[src/rtl/pce_pkg.sv]
// Shared constants, types and helper functions of the polygon clipper.
`timescale 1ns / 1ps
package pce_pkg;

   localparam int MaxClipVerts = 16;
   localparam int BufVerts     = 32;
   localparam int CoordBits    = 16;
   localparam int MinClipVerts = 3;

   localparam int DiffBits     = CoordBits + 1;
   localparam int CrossBits    = 2 * DiffBits + 1;
   localparam int ProdBits     = CrossBits + DiffBits;
   localparam int AccBits      = ProdBits + 1;
   localparam int QuotBits     = CoordBits + 1;
   localparam int RemBits      = CrossBits + 1;
   localparam int QuotCntBits  = $clog2(QuotBits + 1);
   localparam int VertBits     = 2 * CoordBits;
   localparam int SubCntBits   = $clog2(BufVerts + 1);
   localparam int SubIdxBits   = $clog2(BufVerts);
   localparam int ClipCntBits  = $clog2(MaxClipVerts + 1);
   localparam int ClipIdxBits  = $clog2(MaxClipVerts);

   localparam logic FUNC_SUBJECT = 1'b0;
   localparam logic FUNC_CLIP    = 1'b1;

   typedef logic signed [CoordBits-1:0] coord_type;
   typedef logic signed [DiffBits-1:0]  diff_type;
   typedef logic signed [CrossBits-1:0] cross_type;
   typedef logic signed [AccBits-1:0]   acc_type;
   typedef logic signed [1:0]           sgn_type;

   localparam sgn_type SGN_NEG  = 2'sb11;
   localparam sgn_type SGN_ZERO = 2'sb00;
   localparam sgn_type SGN_POS  = 2'sb01;

   typedef enum logic [5:0] {
      ST_IDLE, ST_DIR_RD0, ST_DIR_RD1, ST_DIR_RD2, ST_DIR_RD3,
      ST_EDGE_CHK, ST_EDGE_RA, ST_EDGE_RB, ST_VCAP,
      ST_SM1, ST_SM2, ST_SM3, ST_SDEC, ST_POST,
      ST_C1, ST_C2, ST_C3, ST_C4, ST_C5, ST_C6, ST_C7, ST_C8,
      ST_CX1, ST_CX2, ST_CX3, ST_CX4, ST_DIVW, ST_CPUSH,
      ST_EMIT_SET, ST_EMIT_RD, ST_EMIT_LD, ST_EMIT_HOLD
   } state_type;

   typedef enum logic [1:0] {
      ACC_HOLD, ACC_LOAD, ACC_ADD, ACC_SUB
   } acc_op_type;

   typedef enum logic [2:0] {
      MUL_SIDE1, MUL_SIDE2, MUL_DEN1, MUL_DEN2,
      MUL_NUM1, MUL_NUM2, MUL_BASE, MUL_STEP
   } mul_sel_type;

   typedef struct packed {
      mul_sel_type mul_sel;
      acc_op_type  acc_op;
   } mac_ctl_type;

   function automatic diff_type sub_c(coord_type a, coord_type b);
      return diff_type'({a[CoordBits-1], a} - {b[CoordBits-1], b});
   endfunction

   function automatic diff_type ext_c(coord_type a);
      return diff_type'({a[CoordBits-1], a});
   endfunction

   function automatic cross_type ext_d(diff_type d);
      return cross_type'({{(CrossBits-DiffBits){d[DiffBits-1]}}, d});
   endfunction

   function automatic sgn_type sign_of(acc_type a);
      sgn_type s;
      if (a[AccBits-1]) begin
         s = SGN_NEG;
      end else if (a != '0) begin
         s = SGN_POS;
      end else begin
         s = SGN_ZERO;
      end
      return s;
   endfunction

   function automatic sgn_type neg_sgn(sgn_type s);
      return sgn_type'(-s);
   endfunction

endpackage

[src/rtl/pce_mac.sv]
// Shared signed multiplier with a registered product and an accumulator.
`timescale 1ns / 1ps
module pce_mac
   import pce_pkg::*;
(
   input  logic                          clock,
   input  mac_ctl_type                   ctl,
   input  logic signed [CrossBits-1:0]   op_a,
   input  logic signed [DiffBits-1:0]    op_b,
   output acc_type                       acc
);

   logic signed [ProdBits-1:0] prod_in, prod_ff;
   acc_type                    prod_ext;
   acc_type                    acc_in, acc_ff;

   assign prod_in  = op_a * op_b;
   assign prod_ext = acc_type'({prod_ff[ProdBits-1], prod_ff});

   always_comb begin
      unique case (ctl.acc_op)
         ACC_HOLD: acc_in = acc_ff;
         ACC_LOAD: acc_in = prod_ext;
         ACC_ADD:  acc_in = acc_ff + prod_ext;
         ACC_SUB:  acc_in = acc_ff - prod_ext;
         default:  acc_in = acc_ff;
      endcase
   end

   always_ff @(posedge clock) begin
      prod_ff <= prod_in;
      acc_ff  <= acc_in;
   end

   assign acc = acc_ff;

endmodule

[config.mk]
export PLATFORM = sky130hd
export DESIGN_NAME = pce_mac
export DESIGN_NICKNAME = d
export VERILOG_FILES = /design/src/rtl/pce_pkg.sv /design/src/rtl/pce_mac.sv
export SDC_FILE = /design/constraint.sdc
export NUM_CORES = 2
export LEC_CHECK = 0
export BUFFER_PORTS_ARGS = -buffer_cell sky130_fd_sc_hd__clkbuf_2
export CELL_PAD_IN_SITES_DETAIL_PLACEMENT = 0
export CELL_PAD_IN_SITES_GLOBAL_PLACEMENT = 1
export CORE_MARGIN = 3
export CORE_UTILIZATION = 51
export CTS_CLUSTER_SIZE = 25
export DETAILED_ROUTE_END_ITERATION = 16
export GPL_ROUTABILITY_DRIVEN = 0
export PLACE_DENSITY = 0.95
export SYNTH_ARGS = -nofsm -noshare
export SYNTH_HDL_FRONTEND = slang
export SYNTH_SLANG_ARGS = --single-unit
[constraint.sdc]
create_clock -name clock -period 12.6 [get_ports clock]
set_input_delay 2.52 -clock clock [delete_from_list [all_inputs] [get_ports clock]]
set_output_delay 2.52 -clock clock [all_outputs]
set_load 0.1 [all_outputs]
# Yosys cells after proc, flatten, opt, wreduce, memory -nomap -nowiden

Cells that the tools add are included.

Flip-flop bits (word level): 105
Latch bits: 0
Memory bits (writable): 0
Bits in read-only memories: 0
Bits of input ports: 58
Output and inout port bits: 53
Memories kept: 0

Add/subtract/negate cells: 2
Multiply operators: 1
Divide/modulo/power cells: 0
$lt $le $gt $ge: 0
Eq/ne operators: 3
Shift-type cells: 0
Multiplexer cells: 1
Bitwise logic cells: 0
Reductions and logical operators: 1

Operators with widths:

| operator                                            | number |
|---|---|
| one-hot mux 53 bit (3 select lines)                 | 1 |
| adder 53 x 52 -> 53 bit                             | 1 |
| subtractor 53 x 52 -> 53 bit                        | 1 |
| multiplier 35 x 17 -> 52 bit                        | 1 |
| equality test 2 bit, second input constant          | 2 |
| equality test 2 x 1 -> 1 bit, second input constant | 1 |
| zero test 2 bit                                     | 1 |

# Depth between registers and ports, before layout

Depth in word-level cells: 2
Gate-level depth with buffers: 27
Mapped depth without buffers: 25

# Worst setup path after synthesis

OpenSTA, ideal clock, no wires.

Path kind: input-to-reg
Start: input port op_b[8]
End: register prod_ff[48]
Library setup time: 124 ps
Arrival: 8588 ps
Data required time: 12476 ps
Path slack: 3888 ps
Cell stages on the path: 25
Path through: clkbuf_1 -> clkbuf_1 -> nand2_1 -> fa_1 -> inv_1 -> fa_1 -> inv_1 -> fa_1 -> inv_1 -> fa_1 -> fa_1 -> inv_1 -> fa_1 -> inv_1 -> ha_1 -> a211oi_1 -> o21ai_0 -> a41oi_1 -> o211ai_1 -> a31o_2 -> a21oi_1 -> o21ai_0 -> a221oi_1 -> mux2i_1 -> nand3_1

Word-level cells in the longest chain between the ends: 1

RTL lines:

| item                         | line          | RTL |
|---|---|---|
| start, declared              | pce_mac.sv:9  | `input logic signed [DiffBits-1:0] op_b,` |
| multiplier 35 x 17 -> 52 bit | pce_mac.sv:17 | `assign prod_in = op_a * op_b;` |
| net prod_in[48]              | pce_mac.sv:13 | `logic signed [ProdBits-1:0] prod_in, prod_ff;` |
| end signal, assigned         | pce_mac.sv:31 | `prod_ff <= prod_in;` |
| end, declared                | pce_mac.sv:13 |  |

The timed path passes the listed nets, and every way through them passes these cells.
A chain may end at the register's enable or synchronous reset.

# Final worst setup path

Start: input port op_b[2]
End: register prod_ff[47]

The elaborated chain is that of the path after synthesis.

==> summary.md <==
| Metric | Value |
|---|---|
| Clock Pin Slew Worst Setup and Hold Paths | `0.08 ns` |
| Worst path max stage delay | `0.56 ns` |
| Initial antenna violation count | `1` |
| CTS tree | `done` |
| H-tree levels | `3` |
| CP max FO | `35` |
| Critical Path Start | `op_b[2]` |
| Setup-failing EPs final | `0` |
| FF+latch count, synth | `105` |
| Sequential cell area | `2630 sq um` |
| Core area | `52900 sq um` |
| Dpl cells | `3698` |
| Post-Layout Cell Count | `3715` |
| Status | `complete, no violations` |
| Via/cell ratio | `5.48` |
| Fin crit share | `74.1%` |
| RSZ-0062 raised after global routing | `no` |
| Detailed router's first-iteration violation count | `1628` |
| Setup TNS | `0 ns` |
| DP Wirelength | `52400 um` |
| Congestion Overflow GR | `0` |
| Post-synth EDFFs | `53` |
| Top FF cell, synth | `edfxtp_1` |
| Number of distinct library cells after synthesis | `75` |
| Root buffer cell | `clkbuf_16` |
| Most instantiated library cell after synthesis | `inv_1` |
| DR WL/cell | `18.2 um` |
| Starting density of the core | `51.8%` |
| Reg2Reg Setup Slack | `7.18 ns` |
| Post-CTS setup buffer count | `0` |
| R2r startpoint | `prod_ff[4]$_DFF_P_` |
| Final Critical Period | `9.34 ns` |
| Pre-antenna DRT Iters | `5` |
| Hold-fix buffers, CTS | `0` |
| Commonest cells in the netlist | `inv_1 (596), fa_1 (567), nand2_1 (377), and2_1 (258), ha_1 (174)` |
| Top Ports | `111` |
| Worst-skew pair later-pin latency | `0.36 ns` |
| Height of the die | `238 um` |
| Cells after synthesis | `3017` |
| CP startpoint kind | `primary input` |
| Setup CP Type | `in2reg` |
| Syn_area_per_cell | `9.07 sq um` |
| Final Hold Vio Count | `0` |
| Cell family with most CP delay | `adder cells` |
| Dominant cell type by area after synthesis | `fa_1` |
| Vias in the first global route | `21.5k` |
| Die width | `238 um` |
| Sink Count | `105` |
| Largest net degree at the start of global routing | `58` |
| Hold crit path type | `reg2reg` |
| CP most frequent cell | `fa_1` |
| Async S/R FF share, synth | `0%` |
| Final nets | `3820` |
| Row Count | `84` |
| Yosys top cell area share | `41.5%` |
| CP cell instances | `clkbuf_2, and2_1, fa_1, inv_1, fa_1, inv_1, fa_1, inv_1, fa_1, fa_1, fa_1, inv_1, ha_1, nand3_1, nor3_1, o221ai_1, a41oi_1, a221oi_1, o21ai_1, a31oi_1, or4b_1, nor2b_1, xnor2_1` |
| Crit-path slowest cell | `clkbuf_2` |
| Register area share after synthesis | `9.62%` |
| Port Buffers | `107` |
| Final Max Tran Viols | `0` |
| # fillers | `4770` |
| Yosys warnings | `0` |
| Max_cap viols | `0` |
| Synth top area cells | `fa_1 (41%), inv_1 (8.2%), ha_1 (8.0%), and2_1 (5.9%), edfxtp_1 (5.8%)` |
| Critical path depth | `23` |
| R2R depth | `15` |
| First-pass GRT wire length | `112000 um` |
| Setup crit end | `prod_ff[47]$_DFF_P_` |
| Critical Path AT | `9.59 ns` |
| Slew @ Worst Pin | `1.08 ns` |
| Fmax | `107 MHz` |
| Crit end category | `register` |
| Critical path data required time | `12.85 ns` |
| Final Util | `54.2%` |
| WL final | `67800 um` |
| Bufs and invs on worst path | `5` |
| CTS resizes | `0` |
| # DRC | `0` |
| CTS max path bufs | `2` |
| Syn_nets | `3816` |
| Mapped cell area | `27400 sq um` |
| Slew margin rel. | `26.3%` |
| GRT Overall Usage | `24.7%` |
| Final ANT Viol Nets | `0` |
| Via count | `20.4k` |
| Synth-to-Final Area Change | `4.75%` |
| TritonCTS buffer count | `9` |
| Layout Skew | `0.0123 ns` |
| Die area | `56500 sq um` |
| Reg2reg end | `acc[47]$_DFFE_PP_` |
| Proportion of layout cells with a drive suffix above 1 | `6.11%` |
| Combined area of the multi-input logic cells | `22000 sq um` |
-- sequential cells by signal, summed over array words and instances (netlist names) --
name     count
acc         53
prod_ff     52
-- kinds of logic after synthesis --
group / share of synthesized area [%]
AO/OA/AOI/OAI: 9.21
buffers and inverters: 9.95
flip-flops: 9.62
AND/OR/NAND/NOR: 15.8
adder cells (fa/ha/maj): 49.4
multiplexers: 1.54
XOR/XNOR: 4.48
-- worst register-to-register path, stage by stage (launching register included) --
cell and delay (ns):
dfxtp_1 0.37, nor3_1 0.37, nand2_1 0.11, or4_1 0.53
or3_1 0.48, nor3_2 0.35, a21oi_1 0.14, xnor2_1 0.18
ha_1 0.40, nand3_1 0.18, a2111oi_0 0.97, o2111ai_1 0.32
a21oi_1 0.32, nor2_1 0.10, xnor2_1 0.12, mux2_2 0.26
-- per-stage QoR --
| step | worst slack [ns] | area (sq um) | hold WS, ns |
|---|---|---|---|
| after floorplan | 3.89 | 27400 | 0.542 |
| after global placement | 2.95 | 28400 | 0.579 |
| after detailed placement | 2.93 | 28400 | 0.587 |
| after CTS | 3.31 | 28700 | 0.608 |
| after global routing | 2.89 | 28700 | 0.629 |
| final | 3.26 | 28700 | 0.597 |
-- layer usage --
layer | up-vias | routed length [um] | part of all wire (%) | track usage (%)
met4 | 0 | 1400 | 2.1 | 5.38
met2 | 709 | 30300 | 45 | 39.0
met3 | 92 | 5990 | 8.8 | 5.67
met5 | - | 0 | 0 | 0
met1 | 10200 | 30000 | 44 | 35.1
li1 | 9333 | - | - | -
-- placed cells by master (no fill, tap or decap), types with 5 or more instances in the layout --
master / n
and2_1: 258
o21ai_0: 67
edfxtp_1: 53
a21o_1: 57
inv_1: 596
nor2b_1: 18
mux2i_1: 5
mux2_2: 33
nand3_1: 25
o21a_1: 19
ha_1: 174
clkbuf_16: 9
nand2b_1: 21
xor2_1: 53
nor3_1: 24
o31ai_1: 16
and3_1: 12
fa_1: 567
nand2_1: 377
a31oi_1: 13
or3_1: 10
dfxtp_1: 52
o21bai_1: 12
a21oi_1: 119
a31o_2: 5
clkbuf_2: 107
a211oi_1: 11
nand4_1: 10
buf_4: 13
nor4_1: 6
a21boi_0: 9
nor2_1: 96
xnor2_1: 87
o211ai_1: 12
-- worst min path at each step --
stage	from	endpoint	slack, ns	depth (start not counted)
6_report	prod_ff[50]$_DFF_P_	acc[50]$_DFFE_PP_	0.60	2
5_1_grt	prod_ff[50]$_DFF_P_	acc[50]$_DFFE_PP_	0.63	2
3_3_place_gp	prod_ff[44]$_DFF_P_	acc[44]$_DFFE_PP_	0.58	2
3_5_place_dp	prod_ff[44]$_DFF_P_	acc[44]$_DFFE_PP_	0.59	2
2_1_floorplan	prod_ff[35]$_DFF_P_	acc[35]$_DFFE_PP_	0.54	1
4_1_cts	prod_ff[50]$_DFF_P_	acc[50]$_DFFE_PP_	0.61	2
-- final cells by class --
class | count | share of cell area [%]
clock inverters | 7 | 0.227
repair buffers | 120 | 2.21
well taps | 688 | 3.00
diodes | 1 | 0.00873
inverters | 596 | 7.80
clock buffers | 9 | 0.785
multi-input cells | 2189 | 76.8
flip-flops and latches | 105 | 9.18
Power is left out: the tool's default activity adds up to more than one toggle a clock period on the data nets, which glitch-free logic cannot reach.
