File: src/rtl/pce_pkg.sv
// Shared constants, types and helper functions of the polygon clipper.
`timescale 1ns / 1ps
package pce_pkg;

   localparam int MaxClipVerts = 16;
   localparam int BufVerts     = 32;
   localparam int CoordBits    = 16;
   localparam int MinClipVerts = 3;

   localparam int DiffBits     = CoordBits + 1;
   localparam int CrossBits    = 2 * DiffBits + 1;
   localparam int ProdBits     = CrossBits + DiffBits;
   localparam int AccBits      = ProdBits + 1;
   localparam int QuotBits     = CoordBits + 1;
   localparam int RemBits      = CrossBits + 1;
   localparam int QuotCntBits  = $clog2(QuotBits + 1);
   localparam int VertBits     = 2 * CoordBits;
   localparam int SubCntBits   = $clog2(BufVerts + 1);
   localparam int SubIdxBits   = $clog2(BufVerts);
   localparam int ClipCntBits  = $clog2(MaxClipVerts + 1);
   localparam int ClipIdxBits  = $clog2(MaxClipVerts);

   localparam logic FUNC_SUBJECT = 1'b0;
   localparam logic FUNC_CLIP    = 1'b1;

   typedef logic signed [CoordBits-1:0] coord_type;
   typedef logic signed [DiffBits-1:0]  diff_type;
   typedef logic signed [CrossBits-1:0] cross_type;
   typedef logic signed [AccBits-1:0]   acc_type;
   typedef logic signed [1:0]           sgn_type;

   localparam sgn_type SGN_NEG  = 2'sb11;
   localparam sgn_type SGN_ZERO = 2'sb00;
   localparam sgn_type SGN_POS  = 2'sb01;

   typedef enum logic [5:0] {
      ST_IDLE, ST_DIR_RD0, ST_DIR_RD1, ST_DIR_RD2, ST_DIR_RD3,
      ST_EDGE_CHK, ST_EDGE_RA, ST_EDGE_RB, ST_VCAP,
      ST_SM1, ST_SM2, ST_SM3, ST_SDEC, ST_POST,
      ST_C1, ST_C2, ST_C3, ST_C4, ST_C5, ST_C6, ST_C7, ST_C8,
      ST_CX1, ST_CX2, ST_CX3, ST_CX4, ST_DIVW, ST_CPUSH,
      ST_EMIT_SET, ST_EMIT_RD, ST_EMIT_LD, ST_EMIT_HOLD
   } state_type;

   typedef enum logic [1:0] {
      ACC_HOLD, ACC_LOAD, ACC_ADD, ACC_SUB
   } acc_op_type;

   typedef enum logic [2:0] {
      MUL_SIDE1, MUL_SIDE2, MUL_DEN1, MUL_DEN2,
      MUL_NUM1, MUL_NUM2, MUL_BASE, MUL_STEP
   } mul_sel_type;

   typedef struct packed {
      mul_sel_type mul_sel;
      acc_op_type  acc_op;
   } mac_ctl_type;

   function automatic diff_type sub_c(coord_type a, coord_type b);
      return diff_type'({a[CoordBits-1], a} - {b[CoordBits-1], b});
   endfunction

   function automatic diff_type ext_c(coord_type a);
      return diff_type'({a[CoordBits-1], a});
   endfunction

   function automatic cross_type ext_d(diff_type d);
      return cross_type'({{(CrossBits-DiffBits){d[DiffBits-1]}}, d});
   endfunction

   function automatic sgn_type sign_of(acc_type a);
      sgn_type s;
      if (a[AccBits-1]) begin
         s = SGN_NEG;
      end else if (a != '0) begin
         s = SGN_POS;
      end else begin
         s = SGN_ZERO;
      end
      return s;
   endfunction

   function automatic sgn_type neg_sgn(sgn_type s);
      return sgn_type'(-s);
   endfunction

endpackage

File: src/rtl/pce_div.sv
// Serial restoring divider, one quotient bit per cycle, truncating toward zero.
`timescale 1ns / 1ps
module pce_div
   import pce_pkg::*;
(
   input  logic                 clock,
   input  logic                 reset,
   input  logic                 start,
   input  acc_type              dividend,
   input  logic [CrossBits-1:0] divisor,
   output logic                 busy,
   output coord_type            quotient
);

   logic [RemBits-1:0]     rem_ff, rem_in;
   logic [QuotBits-1:0]    low_ff, low_in;
   logic [QuotCntBits-1:0] cnt_ff, cnt_in;
   logic                   busy_ff, busy_in;
   logic                   neg_ff, neg_in;
   logic [CrossBits-1:0]   den_ff, den_in;
   logic [AccBits-1:0]     mag;
   logic [RemBits:0]       trial;
   logic [RemBits:0]       den_ext;
   logic [QuotBits-1:0]    q_signed;

   assign mag     = dividend[AccBits-1] ? AccBits'(-dividend) : AccBits'(dividend);
   assign trial   = {rem_ff, low_ff[QuotBits-1]};
   assign den_ext = {{(RemBits+1-CrossBits){1'b0}}, den_ff};

   always_comb begin
      rem_in  = rem_ff;
      low_in  = low_ff;
      cnt_in  = cnt_ff;
      busy_in = busy_ff;
      neg_in  = neg_ff;
      den_in  = den_ff;
      if (start) begin
         rem_in  = mag[AccBits-1:QuotBits];
         low_in  = mag[QuotBits-1:0];
         cnt_in  = QuotCntBits'(QuotBits);
         busy_in = 1'b1;
         neg_in  = dividend[AccBits-1];
         den_in  = divisor;
      end else if (busy_ff) begin
         if (trial >= den_ext) begin
            rem_in = RemBits'(trial - den_ext);
            low_in = {low_ff[QuotBits-2:0], 1'b1};
         end else begin
            rem_in = trial[RemBits-1:0];
            low_in = {low_ff[QuotBits-2:0], 1'b0};
         end
         cnt_in = cnt_ff - QuotCntBits'(1);
         if (cnt_ff == QuotCntBits'(1)) begin
            busy_in = 1'b0;
         end
      end
   end

   always_ff @(posedge clock) begin
      if (reset) begin
         busy_ff <= 1'b0;
      end else begin
         busy_ff <= busy_in;
      end
      rem_ff <= rem_in;
      low_ff <= low_in;
      cnt_ff <= cnt_in;
      neg_ff <= neg_in;
      den_ff <= den_in;
   end

   assign q_signed = neg_ff ? QuotBits'(-low_ff) : low_ff;
   assign quotient = coord_type'(q_signed[CoordBits-1:0]);
   assign busy     = busy_ff;

endmodule

File: config.mk
export PLATFORM = sky130hd
export DESIGN_NAME = pce_div
export DESIGN_NICKNAME = d
export VERILOG_FILES = /design/src/rtl/pce_pkg.sv /design/src/rtl/pce_div.sv
export SDC_FILE = /design/constraint.sdc
export NUM_CORES = 1
export LEC_CHECK = 0
export BUFFER_PORTS_ARGS = -buffer_cell sky130_fd_sc_hd__buf_4
export CAP_MARGIN = 20
export CORE_MARGIN = 3
export CORE_UTILIZATION = 38
export DETAILED_ROUTE_END_ITERATION = 6
export GPL_TIMING_DRIVEN = 0
export PLACE_DENSITY = 0.55
export RECOVER_POWER = 25
export SYNTH_ARGS = -nofsm -noshare
export SYNTH_HDL_FRONTEND = slang
export SYNTH_SLANG_ARGS = --single-unit
File: constraint.sdc
create_clock -name clock -period 3.4 [get_ports clock]
set_input_delay 0.17 -clock clock [delete_from_list [all_inputs] [get_ports clock]]
set_output_delay 0.17 -clock clock [all_outputs]
set_load 0.01 [all_outputs]
# After elaboration in Yosys (flattened, before gate mapping)
# Index checks and enable logic that the tools add are counted.
[word_totals]
regBits = 95
inputBits = 91
out_inout_bits = 17
[classes]
addsub = 4
n_lt_le_gt_ge = 1
eq_ne = 1
mux = 11
reduce_logical = 1
[op_table]
columns = ["op", "n"]
rows = [
  ["two-way mux 36 bit", 3],
  ["two-way mux 53 bit", 1],
  ["negation 53 bit", 1],
  [">= comparator 37 x 35 -> 1 bit", 1],
  ["subtractor 36 x 35 -> 36 bit", 1],
  ["two-way mux 17 bit", 2],
  ["two-way mux 16 bit", 1],
  ["negation 16 bit", 1],
  ["== test 5 x 1 -> 1 bit, second input constant", 1],
  ["subtractor 5 x 1 -> 5 bit, second input constant", 1],
  ["two-way mux 1 bit", 4],
  ["nonzero test 2 bit", 1],
]

# Longest topological paths before layout
[depth]
ltp_word = 4
mapped_depth = 13
mapped_depth_nobuf = 12

# Least setup slack after synthesis
# Ideal clock, no wire load.
[synth_timing]
path_type = "register to register"
start = "reg rem_ff[3]"
end = "reg rem_ff[4], data pin"
setup_ps = 276
arrival_ps = 2574
t_required_ps = 3124
slack_ps = 550
stages_incl_launch_ff = 13
n_path_buf = 3
period_less_slack_ps = 2850
path_cell_list = "edfxtp_1 ha_1 clkbuf_1 nand3_1 o21ba_2 nor2_1 o211a_1 nor3_1 or3_1 clkbuf_1 buf_2 mux2i_1 mux2i_1"
[synth_via]
elab_chain_len = 4
word_cells_on_any_way = 5
classes_between = "add/sub: 1; order compare: 1; mux: 3"
[synth_rtl]
columns = ["element", "line_no", "rtl"]
rows = [
  ["start: declaration", "pce_div.sv:15", "logic [RemBits-1:0] rem_ff, rem_in;"],
  ["start signal: assignment", "pce_div.sv:65", "rem_ff <= rem_in;"],
  ["subtractor 36 x 35 -> 36 bit or >= comparator 37 x 35 -> 1 bit (tied branches)", "pce_div.sv:46, pce_div.sv:45", ""],
  ["two-way mux 36 bit *", "pce_div.sv:45", "if (trial >= den_ext) begin"],
  ["two-way mux 36 bit *", "pce_div.sv:44", "end else if (busy_ff) begin"],
  ["two-way mux 36 bit *", "pce_div.sv:37", "if (start) begin"],
  ["named net rem_in[4]", "pce_div.sv:15", ""],
]
# Mark *: on every way through the listed nets, which the timed path passes. The rest lies on a longest branch. The select of a mux whose other input is x is not followed.
# A chain may end at the register's enable or synchronous reset.

# Worst setup path in the final report
[layout_timing]
start = "reg rem_ff[17]"
end = "reg rem_ff[17], data pin"
[layout_via]
elab_chain_len = 4
[layout_rtl]
columns = ["element", "line_no"]
rows = [
  [">= comparator 37 x 35 -> 1 bit", "pce_div.sv:45"],
  ["two-way mux 36 bit", "pce_div.sv:45"],
  ["two-way mux 36 bit", "pce_div.sv:44"],
  ["two-way mux 36 bit", "pce_div.sv:37"],
  ["named net rem_in[17]", "pce_div.sv:15"],
]
# The timed path passes the listed nets, and every way through them passes these cells. The select of a mux whose other input is x is not followed.

==> impl_metrics.tcl <==
set metrics [dict create \
    status "finished clean" \
    drc 0 \
    area_delta_synth_final_pct 24.3 \
    synth_top_family_by_area "compound AO/OA/AOI/OAI gates" \
    cts_buffer_depth 2 \
    synthArstFlopShare_pct 0 \
    vias_per_cell 5.49 \
    routed_wl_mm 23.1 \
    cts_made_buffers 9 \
    antenna_cells 0 \
    ys_seq_elements 95 \
    final_cell_mix "97 x buf_4, 89 x edfxtp_1, 73 x nand2_1, 67 x a21oi_1, 63 x nor2_1" \
    design.core.area_um2 19100 \
    clkLatencyLatePin_ns 0.36 \
    end_kind "register" \
    p_sw_mw 2.43 \
    drive_gt1_share_pct 16.0 \
    pre_cts_ws_ns -0.568 \
    synth_compound_area_share_pct 20.4 \
    cts.sinks 95 \
    synth_edf_count 89 \
    placementRows 50 \
    route.vias.total 6861 \
    final_common_cell "buf_4" \
    grt_max_degree 38 \
    syn_avg_cell_area_um2 9.01 \
    rsz0062_at_grt "no" \
    cts_tree "built" \
    clkTransAtPathRegs_ns 0.08 \
    dp.cells 1205 \
    synth.mux.area_fraction_pct 3.98 \
    synth_ff_type "edfxtp_1" \
    grt_pass1_wl_mm 35.8 \
    cp_max_fo 10 \
    setup_viol 0 \
    synthCells 837 \
    ios 108 \
    drv_cap 0 \
    ys_warn_count 0 \
    grt-ovfl-total 0 \
    power.density_nw_per_um2 613 \
    synth-simple-area-share_pct 16.4 \
    clock-root-buffer "clkbuf_16" \
    die_h_um 147 \
    yosysUniqueCellTypes 66 \
    h-tree-depth 3 \
    relSlewSlack_pct 39.5 \
    synth_seq_area_share_pct 37.0 \
    first_global_vias 6622 \
    criticalPathCategory "register to register" \
    initial_utilization_pct 39.5 \
    hold_viol_final 0 \
    first_iter_violations 420 \
    dr.pass1.iters 7 \
    power.total_mw 5.75 \
    layout.nets 1116 \
    worstPathArrival_ns 3.39 \
    layout.cells.non_filler 1250 \
    numPortBuffers 107 \
    p_clk_share_pct 17.8 \
    tightest_slew_ns 0.907 \
    min_period_ns 3.30 \
    post-dp-hpwl_mm 17.5 \
    post-route-period-util_pct 97.0 \
    fmax_mhz 303 \
    synth_fa_ha_area_share_pct 6.74 \
    syn-num-nets 968 \
    p_leak_nw 3.86 \
    postRouteAntennaNets 0 \
    worstSetupStartpointType "register" \
    skew_ns 0.0123 \
    antenna_found_initial 0 \
    cp_data_required_time_ns 3.49 \
    post_cts_buffers 0 \
    pwr-share-comb_pct 51.4 \
    die_w_um 147 \
    synth_xor_xnor_area_share_pct 10.6 \
    post_drt_wl_per_cell_um 18.5 \
    die-area_um2 21600 \
    internal_power_mw 3.32 \
    place_congestion 0.887 \
    power_frac_seq_pct 30.7 \
    swShare_pct 42.2 \
    fin_ws_ns 0.103 \
    syn_area_um2 7540 \
    min_path_type "primary input to register" \
    peakVddDrop_mv 0.271 \
    grt.total_usage_pct 21.1 \
    final-max-slew-violation-count 0 \
]
## routing by layer
| metal | share of wire (%) | vias up | GRT usage [%] |
|---|---|---|---|
| met2 | 46 | 191 | 33.7 |
| li1 | - | 3388 | - |
| met3 | 5.1 | 17 | 3.92 |
| met5 | 0 | - | 0 |
| met1 | 47 | 3265 | 29.9 |
| met4 | 1.3 | 0 | 4.37 |
## kinds of logic after synthesis
group / count (synthesis)
AND/OR/NAND/NOR: 251
AO/OA/AOI/OAI: 235
buffers and inverters: 95
flip-flops: 95
XOR/XNOR: 91
adder cells (fa/ha/maj): 40
multiplexers: 30
## path summary, 6_finish.rpt
path	from	endpoint	slack, ns	cells past startpoint
max	rem_ff[17]	rem_ff[17]	0.10	11
min	dividend[13]	low_ff[13]	0.19	3
max reg2reg	rem_ff[17]	rem_ff[17]	0.10	11
min reg2reg	cnt_ff[1]	cnt_ff[1]	0.51	2
## through the flow
stage	utilization [%]	hold WS, ns	setup TNS, ns	area (um2)
after detailed placement	45.5	0.336	-10.23	8690
final	49.1	0.190	0	9380
after CTS	49.1	0.186	0	9370
after global routing	49.1	0.197	0	9380
after global placement	45.4	0.334	-10.08	8670
after floorplan	-	0.239	0	7540
## Yosys cell counts (4+ instances only)
library cell	n	area share [%]
and3_1	6	0.50
or3_1	7	0.58
or2_2	4	0.33
nand2b_1	6	0.50
nand2_1	73	3.6
edfxtp_1	89	35
nor2_1	64	3.2
a21o_1	22	2.2
a211oi_1	6	0.60
xor2_1	41	4.8
a22oi_1	7	0.70
or4_1	6	0.60
o21ai_1	10	0.66
xnor2_1	50	5.8
buf_1	4	0.20
mux2i_1	30	4.0
clkbuf_1	34	1.7
inv_1	52	2.6
nand4_1	12	1.0
ha_1	39	6.5
nor2b_1	4	0.33
a31oi_1	11	0.91
o31ai_1	19	1.9
nor3_1	18	1.2
o21ai_0	45	3.0
a21oi_1	68	4.5
nand3_1	24	1.6
o211ai_1	6	0.60
a41oi_1	4	0.46
dfxtp_1	6	1.6
o41ai_1	9	1.0
nor4_1	11	0.91
## critical path, stage by stage (launching register included)
cell and delay, ns:
edfxtp_1 0.45, ha_1 0.30, clkbuf_1 0.29, a21oi_1 0.15
o21ai_0 0.27, nor2_1 0.12, a21o_1 0.24, nor3_2 0.27
or3_4 0.25, buf_4 0.26, mux2i_1 0.30, mux2i_1 0.10
## power groups by stage
stage | combinational (mW) | clock [mW] | sequential (mW)
after floorplan | 2.04 | 0 | 1.70
after global placement | 2.82 | 0 | 1.79
after detailed placement | 2.82 | 0 | 1.79
after CTS | 2.90 | 1.06 | 1.76
after global routing | 3.26 | 1.09 | 1.79
final | 2.96 | 1.02 | 1.77
## area by class of cell
cell class / count / area [um2]
clock inverter: 7 / 63.8
multi-input combinational: 647 / 4420
timing repair buffer: 145 / 1190
sequential: 95 / 2790
tap: 260 / 325
inverter: 53 / 199
fill: 1907 / 9710
buffer: 34 / 155
clock buffer: 9 / 225
## flip-flops by register name, indices dropped and copies added (netlist names)
signal,count
busy,1
cnt_ff,5
den_ff,35
low_ff,17
neg_ff,1
rem_ff,36
## timing repair
action                     in CTS  in global routing
pin swaps                       0                  2
hold buffers                   37                  0
resized for setup               9                 11
hold endpoints to repair       37                  0
setup endpoints to repair      35                 32
Power figures use the tool's default switching activity.
