`config.mk`:
```
export PLATFORM = sky130hd
export DESIGN_NAME = pce_ram
export DESIGN_NICKNAME = d
export VERILOG_FILES = /design/src/rtl/pce_ram.sv
export SDC_FILE = /design/constraint.sdc
export NUM_CORES = 1
export LEC_CHECK = 0
export BUFFER_PORTS_ARGS = -buffer_cell sky130_fd_sc_hd__clkbuf_2
export CAP_MARGIN = 20
export CORE_MARGIN = 5
export CORE_UTILIZATION = 65
export CTS_BUF_LIST = sky130_fd_sc_hd__clkbuf_2
export CTS_CLUSTER_DIAMETER = 150
export DETAILED_ROUTE_END_ITERATION = 6
export PLACE_DENSITY = 0.82
export SLEW_MARGIN = 0
export SYNTH_ARGS = -nofsm -noshare
export SYNTH_HDL_FRONTEND = slang
export SYNTH_SLANG_ARGS = --single-unit
export TNS_END_PERCENT = 20
```
`constraint.sdc`:
```
create_clock -name clock -period 3.7 [get_ports clock]
set_input_delay 0.74 -clock clock [delete_from_list [all_inputs] [get_ports clock]]
set_output_delay 0.74 -clock clock [all_outputs]
set_load 0.02 [all_outputs]
```
`src/rtl/pce_ram.sv`:
```
// Generic single-write, single-read RAM with registered read data.
`timescale 1ns / 1ps
module pce_ram #(
   parameter int Width = 32,
   parameter int Depth = 32
) (
   input  logic                     clock,
   input  logic                     wr_en,
   input  logic [$clog2(Depth)-1:0] wr_addr,
   input  logic [Width-1:0]         wr_data,
   input  logic [$clog2(Depth)-1:0] rd_addr,
   output logic [Width-1:0]         rd_data
);

   logic [Width-1:0] mem_ff [Depth];
   logic [Width-1:0] rd_data_ff;

   always_ff @(posedge clock) begin
      if (wr_en) begin
         mem_ff[wr_addr] <= wr_data;
      end
      rd_data_ff <= mem_ff[rd_addr];
   end

   assign rd_data = rd_data_ff;

endmodule

```
* Word-level counts from Yosys, hierarchy flattened
Memories as Yosys holds them, arrays and structs flattened. A register that Yosys moved wholly into a read port is not among the register bits.
Index checks and enable logic that the tools add are counted.
** Storage, ports and cells
- RAM bits :: 1024
- Output and inout port bits :: 32
- Memories kept :: 1
- Input bits :: 44
- Logic and storage cells :: 3
- Register bits after elaboration :: 0
** Memories
- mem_ff :: words 32, bits a word 32, read ports 1, clocked after memory_dff 1, wr ports 1, RTL line 15 : logic [Width-1:0] mem_ff [Depth];
** Cells by class
- Multiplexer cells :: 2
** Operators by type and width (count)
- two-way mux 1 bit :: 2

* Depth between registers and ports, before layout
Gate-level depths: netlist of run 1.
- Word-level depth :: 2
- Mapped depth :: 8
- Depth with buffers taken out :: 5

* Worst setup path before layout of run 1
OpenSTA, ideal clock, no wires.
- Path kind :: input port to flip-flop
- Start point :: input port wr_addr[1]
- End point :: memory mem_ff[12][0], enable pin
- Required time :: 3.279 ns
- Stages on the path :: 3
- Path slack :: 0.526 ns
- Data arrival time :: 2.753 ns
- Setup time :: 0.421 ns
- Path buffers :: 1
- Cell sequence :: or3b_2 clkbuf_1 nor2_1
** RTL lines
- start, declared :: RTL line 9 : input logic [$clog2(Depth)-1:0] wr_addr,
- end, declared :: RTL line 15
No word-level cell before the write port.

* Final worst setup path of run 1
- Start point :: register rd_data_ff[31], in the netlist rd_data[31], read port of mem_ff
- End point :: output port rd_data[31]
** RTL lines
- start, declared :: RTL line 16 : logic [Width-1:0] rd_data_ff;
- end, declared :: RTL line 12 : output logic [Width-1:0] rd_data
No word-level cell between the ends.

==> flow_summary.json, run 1 <==
{
  "run_status": "finished with violations",
  "violations": "design-rule violations",
  "postSynthAreaPerCell_um2": 17.9,
  "r2r_start": "mem_ff[1][14]$_DFFE_PP_",
  "pwr-share-clk_pct": 32.3,
  "finalInstanceArea_um2": 45000,
  "endpoint_kind": "output port",
  "syn_to_final_growth_pct": 11.2,
  "synth.area.mux_share_pct": 12.7,
  "rsz0062_at_grt": "false",
  "yosysWarnings": 0,
  "worst_path_max_delay_cell": "dfxtp_1",
  "crit_chain": "clkbuf_2",
  "pin_count": 76,
  "cpPeakStageDelay_ps": 480,
  "place_area_um2": 42400,
  "synth-edff-count": 1024,
  "path_max_fanout": 1,
  "cts.htree.levels": 4,
  "setup_viol": 0,
  "dp_slack_ps": 890,
  "avgViaCountPerCell": 6.29,
  "worstSkewPairLatency_ps": 1460,
  "ant_nets": 0,
  "maxCapViolCount": 0,
  "synth_top_family_by_area": "multiplexers",
  "antenna_found_initial": 4,
  "hold_viol": 0,
  "drt-total-wl_um": 96000,
  "synth-xor-area-share_pct": 0,
  "cts_resized": 0,
  "grt_max_degree": 96,
  "synth_cell_type_count": 25,
  "root_buffer": "clkbuf_2",
  "rrSetupSlack_ps": 1980,
  "synth-compound-area-share_pct": 4.85,
  "combPwrFrac_pct": 6.2,
  "hold_path_depth": 2,
  "dp_hpwl_um": 49900,
  "synth_seq_cells": 1056,
  "synth_flop_cell": "edfxtp_1",
  "hold_start": "wr_data[14]",
  "port-buffer-count": 75,
  "synth_area_um2": 40500,
  "rr_worst_depth": 6,
  "fin_worst_skew_ps": 103,
  "nNetsFinal": 2613,
  "p_switching_w": 0.00523,
  "whs_endpoint": "mem_ff[12][14]$_DFFE_PP_",
  "post-route-drc-count": 1,
  "syn_nets": 2304,
  "p_int_w": 0.0165,
  "fmaxAchievable_mhz": 343,
  "setup_ws_ps": 784,
  "cp_num_buf_inv": 1,
  "synth-simple-area-share_pct": 3.10,
  "cp_top_family": "flip-flops",
  "power_frac_seq_pct": 61.5,
  "synthAdderAreaFrac_pct": 0,
  "powerDensity_nw_per_um2": 482,
  "core_um2": 61700,
  "grt_pass1_wl_um": 141000,
  "die-area_um2": 67400,
  "cts_sinks": 1056,
  "ys_seq_area_share_pct": 77.5,
  "tightest_slew_ps": 1010,
  "num_vias": 22618,
  "clkTransAtPathRegs_ps": 100,
  "drv_slew": 0,
  "routedWlPerCell_um": 26.7,
  "finalPower_w": 0.0217,
  "fin_crit_sh_pct": 78.8,
  "hold_class": "in2reg",
  "power_switching_share_pct": 24.1,
  "final_layout_size_suffix_gt1_share_pct": 20.4,
  "worstSetupStartpointType": "register",
  "min_period_ps": 2920,
  "p_leak_nw": 16.2,
  "firstDrtPassIters": 7,
  "die_h_um": 260,
  "async_reset_ff_share_pct": 0,
  "num_rows": 91,
  "cts_tree": "built",
  "crit_type": "reg2out",
  "finalWeightedCongestion": 0.827,
  "die_w_um": 260,
  "cts.path.max_buffers": 3,
  "fin_tns_setup_ps": 0,
  "rr_endpoint": "rd_data[14]$_DFF_P_",
  "relSlewSlack_pct": 32.4,
  "grt_usage_pct": 28.6,
  "peakVddDrop_uv": 305,
  "grt_pass1_vias": 23159,
  "start_util_pct": 65.6,
  "syn_inst": 2260,
  "overflow": 0,
  "critPathRequiredTime_ps": 2960,
  "drtIter0Drc": 2499,
  "cp.arrival_ps": 2180,
  "cts_inserted_buffers": 230
}
## state kept, by name, indices dropped and copies added (netlist names)
signal,flops
mem_ff,1024
rd_data,32
## worst max-delay path by stage
| stage | from | endpoint | slack (ps) | cells after the start |
|---|---|---|---|---|
| 3_5_place_dp | wr_addr[1] | mem_ff[12][30]$_DFFE_PP_ | 890 | 4 |
| 2_1_floorplan | wr_addr[1] | mem_ff[12][0]$_DFFE_PP_ | 530 | 3 |
| 4_1_cts | rd_data[31]$_DFF_P_ | rd_data[31] | 620 | 1 |
| 6_report | rd_data[31]$_DFF_P_ | rd_data[31] | 780 | 1 |
| 5_1_grt | rd_data[14]$_DFF_P_ | rd_data[14] | 660 | 1 |
| 3_3_place_gp | wr_addr[1] | mem_ff[0][2]$_DFFE_PP_ | 910 | 4 |
## metrics by stage
step	hold WS, ps	instances	utilization (%)
floorplan	553	2260	-
global placement	571	3124	68.7
detailed placement	587	3124	68.7
CTS	231	3589	72.8
global route	384	3594	72.9
finish	460	3597	72.9
## cell type report
type / count / area (um^2)
Antenna cell: 4 / 10.0
Clock buffer: 351 / 1760
Clock inverter: 68 / 350
Fill cell: 3633 / 16700
Multi-Input combinational cell: 1077 / 8610
Sequential cell: 1056 / 31400
Tap cell: 837 / 1050
Timing Repair Buffer: 204 / 1850
## layout by cell type (no fill, tap or decap), types with 2 or more instances in the layout
cell type / instances
nand3_1: 98
nor3_1: 32
buf_12: 30
a21oi_1: 96
mux2i_1: 512
clkinv_2: 6
clkbuf_2: 425
buf_4: 50
dfxtp_1: 32
or3b_2: 3
nand2_1: 97
nand3b_1: 5
diode_2: 4
a22oi_1: 96
nand2b_2: 2
nor2_4: 33
bufinv_16: 3
a31oi_1: 32
inv_2: 2
a22o_1: 64
edfxtp_1: 1024
clkinv_1: 55
dlygate4sd3_1: 49
## cells by family after synthesis
logic type | Yosys count
AO/OA/AOI/OAI | 288
buffers and inverters | 127
flip-flops | 1056
multiplexers | 512
AND/OR/NAND/NOR | 277
## power by group through the flow
stage	clock, W	sequential (W)	combinational (W)
2_1_floorplan	0	0.0137	0.000687
3_3_place_gp	0	0.0136	0.00124
3_5_place_dp	0	0.0136	0.00128
4_1_cts	0.00713	0.0133	0.00133
5_1_grt	0.00776	0.0134	0.00142
6_report	0.00701	0.0133	0.00135
## cell usage after synthesis, types with 3 or more instances
cell,number,area share [%]
or3b_2,3,0.065
nand3b_1,5,0.093
mux2i_1,512,13
nor2_1,34,0.32
buf_2,26,0.32
a22o_1,64,1.4
a22oi_1,96,1.8
clkbuf_1,46,0.43
edfxtp_1,1024,76
nor3_1,32,0.40
buf_1,5,0.046
nand3_1,98,1.2
nand2_1,98,0.91
buf_6,15,0.42
dfxtp_1,32,1.6
a21oi_1,96,1.2
buf_4,33,0.61
a31oi_1,32,0.49
## timing repair
| action | CTS | global route |
|---|---|---|
| hold buffers | 46 | 3 |
| buffers inserted | 0 | 0 |
| hold endpoints to repair | 1136 | 7 |
## routing by layer
metal  share of wire [%]  GRT usage (%)
met1                  38           37.9
met2                  49           45.8
met3                 9.9           6.51
met4                 4.0           13.6
met5                   0              0
(Power assumes the default switching activity.)
==> run 2: changes to the inputs <==
--- a/config.mk
+++ b/config.mk
@@ -5,6 +5,7 @@
 export SDC_FILE = /design/constraint.sdc
 export NUM_CORES = 1
 export LEC_CHECK = 0
+export ABC_AREA = 1
 export BUFFER_PORTS_ARGS = -buffer_cell sky130_fd_sc_hd__clkbuf_2
 export CAP_MARGIN = 20
 export CORE_MARGIN = 5
==> constraint.sdc (replaced) <==
create_clock -name clock -period 2.9 [get_ports clock]
set_input_delay 0.58 -clock clock [delete_from_list [all_inputs] [get_ports clock]]
set_output_delay 0.58 -clock clock [all_outputs]
set_load 0.02 [all_outputs]
==> run 2 against run 1 <==
  * The flow now finishes without violations
  * Synthesized cell count up 56%
  * Hold slack worse by 220 ps
  * Clock skew up 22 ps
  * Die area up 4.6%
  * Routed wire length up 16%
  * Sequential power up 28%
  * Critical path depth up 13
  * Via count up 30%
  * Clock power up 36%
  * Global-route usage up 3.1 points
  * Critical endpoint is now rd_data[12]$_DFF_P_
  * Largest cell class unchanged
==> flow_summary.json, run 2 <==
{
  "endpoint_kind": "register",
  "synth_seq_cells": 1056,
  "synth.area.top_cells": "edfxtp_1 (73%), nand2_1 (13%), nand3_1 (9.2%)",
  "avgViaCountPerCell": 6.06,
  "fmaxAchievable_mhz": 349,
  "largest_reg_flops": 1024,
  "rr_endpoint": "rd_data[12]$_DFF_P_",
  "worst_path_max_delay_cell": "dlygate4sd3_1",
  "power_switching_share_pct": 25.5,
  "hold_path_depth": 2,
  "synth-edff-count": 1024,
  "worstSkewPairLatency_ps": 1490,
  "postSynthAreaPerCell_um2": 12.0,
  "min_period_ps": 2860,
  "cts_inserted_buffers": 237,
  "top_layer": "met5",
  "routedWlPerCell_um": 23.1,
  "finalInstanceArea_um2": 46700,
  "rrSetupSlack_ps": 130,
  "synth_cell_type_count": 14,
  "p_switching_w": 0.00729,
  "grt_usage_pct": 31.7,
  "combPwrFrac_pct": 7.2,
  "worstSetupStartpointType": "input port",
  "drt-total-wl_um": 112000,
  "ant_nets": 0,
  "grt_max_degree": 122,
  "ys_top_cells_by_count": "nand2_1 (1,440), edfxtp_1 (1,024), nand3_1 (780), buf_2 (83), buf_6 (66)",
  "hold_start": "wr_data[12]",
  "peakVddDrop_uv": 373,
  "final_layout_size_suffix_gt1_share_pct": 15.0,
  "wl_met3_um": 15900,
  "wl_met2_um": 52800,
  "hold_viol": 0,
  "whs_ps": 237,
  "whs_endpoint": "mem_ff[10][12]$_DFFE_PP_",
  "clkTransAtPathRegs_ps": 140,
  "grt_pass1_wl_um": 168000,
  "cts_sinks": 1056,
  "cpPeakStageDelay_ps": 570,
  "rr_worst_depth": 11,
  "fin_tns_setup_ps": 0,
  "grt_pass1_vias": 28722,
  "post-route-drc-count": 0,
  "powerDensity_nw_per_um2": 613,
  "drv_slew": 0,
  "fin_worst_skew_ps": 126,
  "syn_to_final_growth_pct": 10.1,
  "core_um2": 64600,
  "r2r_start": "mem_ff[4][12]$_DFFE_PP_",
  "rsz0062_at_grt": "false",
  "relSlewSlack_pct": 38.2,
  "power_frac_seq_pct": 59.5,
  "top_register": "mem_ff",
  "synth.most_common_cell": "nand2_1",
  "wl_met1_um": 37800,
  "maxCapViolCount": 0,
  "cpMostUsedCell": "nand2_1",
  "pin_count": 76,
  "num_rows": 93,
  "synth_top_cell_by_area": "edfxtp_1",
  "firstDrtPassIters": 7,
  "syn_nets": 3580,
  "setup_viol": 0,
  "antenna_found_initial": 6,
  "place_area_um2": 43800,
  "yosysTopAreaCellShare_pct": 72.5,
  "dp_hpwl_um": 55800,
  "yosysWarnings": 0,
  "run_status": "finished, final reports clean",
  "overflow": 0,
  "nNetsFinal": 3830,
  "ys_seq_area_share_pct": 74.0,
  "root_buffer": "clkbuf_2",
  "finalWeightedCongestion": 0.826,
  "die_h_um": 265,
  "cp.arrival_ps": 4250,
  "layout_commonest_cell": "nand2_1",
  "fin_crit_sh_pct": 98.7,
  "start_util_pct": 65.7,
  "final_cell_mix": "nand2_1 (1,440), edfxtp_1 (1,024), nand3_1 (780), clkbuf_2 (436), buf_4 (59)",
  "syn_inst": 3536,
  "p_int_w": 0.0213,
  "synth_flop_cell": "edfxtp_1",
  "die_w_um": 265,
  "critPathRequiredTime_ps": 4280,
  "synth_area_um2": 42400,
  "tightest_slew_ps": 926,
  "crit_chain": "dlygate4sd3_1 > buf_8 > inv_8 > buf_12 > nand3_1 > nand3_1 > dlygate4sd3_1 > nand2_1 > dlygate4sd3_1 > nand2_1 > nand2_1 > dlygate4sd3_1 > nand2_1 > nand2_1",
  "num_vias": 29359,
  "port-buffer-count": 75,
  "die-area_um2": 70400,
  "async_reset_ff_share_pct": 0,
  "cts_tree": "built",
  "cts.htree.levels": 4,
  "drtIter0Drc": 4256,
  "cts.path.max_buffers": 3,
  "path_max_fanout": 39,
  "crit_type": "in2reg",
  "p_leak_nw": 17.7,
  "hold_class": "in2reg",
  "pwr-share-clk_pct": 33.3
}
run 2: cell types whose count changed in the layout (fill, tap and decap cells not counted), sizes merged, moves of 12 or more:
cell    change
nand2    +1342
nand3     +682
mux2i     -512
a21oi      -96
a22oi      -96
a22o       -64
a31oi      -32
nor3       -32
buf        +22
clkbuf     +12
run 2: repair_timing:
| action | CTS | global route |
|---|---|---|
| buffers inserted | 0 | 0 |
| resized for setup | 5 | 3 |
| endpoints found under the setup margin | 5 | 1 |
| endpoints found under the hold margin | 1778 | 0 |
| hold buffers | 55 | 0 |
run 2: cells by family after synthesis:
group / synth area share, %
simple gates: 22.2
flops: 74.0
buf+inv: 3.74
run 2: through the flow:
stage / total power (W) / worst slack [ps] / util (%) / instances
after detailed placement: 0.0193 / 587 / 67.9 / 4347
after floorplan: 0.0186 / 244 / - / 3536
after global routing: 0.0297 / 7.30 / 72.3 / 4843
after global placement: 0.0192 / 665 / 67.9 / 4347
final: 0.0286 / 36.3 / 72.3 / 4844
after CTS: 0.0286 / -5.69 / 72.3 / 4841
run 2: layout make-up:
cell class              instances  area [um^2]
well taps                     855         1070
flip-flops and latches       1056        31400
clock buffers                 366         1830
diodes                          3         7.51
inverters                      10         67.6
multi-input cells            2252         9670
repair buffers                229         2210
clock inverters                73          445
fillers                      4097        17900
run 2: critical path, delay by kind of cell:
family,cells,cell delay [ps]
buffers and inverters,7,3080
AND/OR/NAND/NOR,7,550
run 2: how the worst max path moves through the flow:
stage | depth (start not counted) | end | start
after global placement | 11 | rd_data[14]$_DFF_P_ | rd_addr[0]
after global routing | 11 | rd_data[12]$_DFF_P_ | mem_ff[5][12]$_DFFE_PP_
final | 14 | rd_data[12]$_DFF_P_ | rd_addr[1]
after detailed placement | 11 | rd_data[15]$_DFF_P_ | rd_addr[0]
after floorplan | 3 | mem_ff[8][0]$_DFFE_PP_ | wr_addr[0]
after CTS | 1 | rd_data[11] | rd_data[11]$_DFF_P_
run 2: per-layer routing:
layer  track usage [%]  vias up
li1                  -    13015
met1              42.4    13668
met2              50.4     2274
met3              7.63      396
met4              14.3        6
met5                 0        -
run 2: power groups by stage:
stage	logic, W	clock network (W)	registers [W]
3_3_place_gp	0.00188	0	0.0174
3_5_place_dp	0.00193	0	0.0174
4_1_cts	0.00201	0.00960	0.0170
2_1_floorplan	0.00117	0	0.0174
5_1_grt	0.00223	0.0105	0.0170
6_report	0.00206	0.00954	0.0170
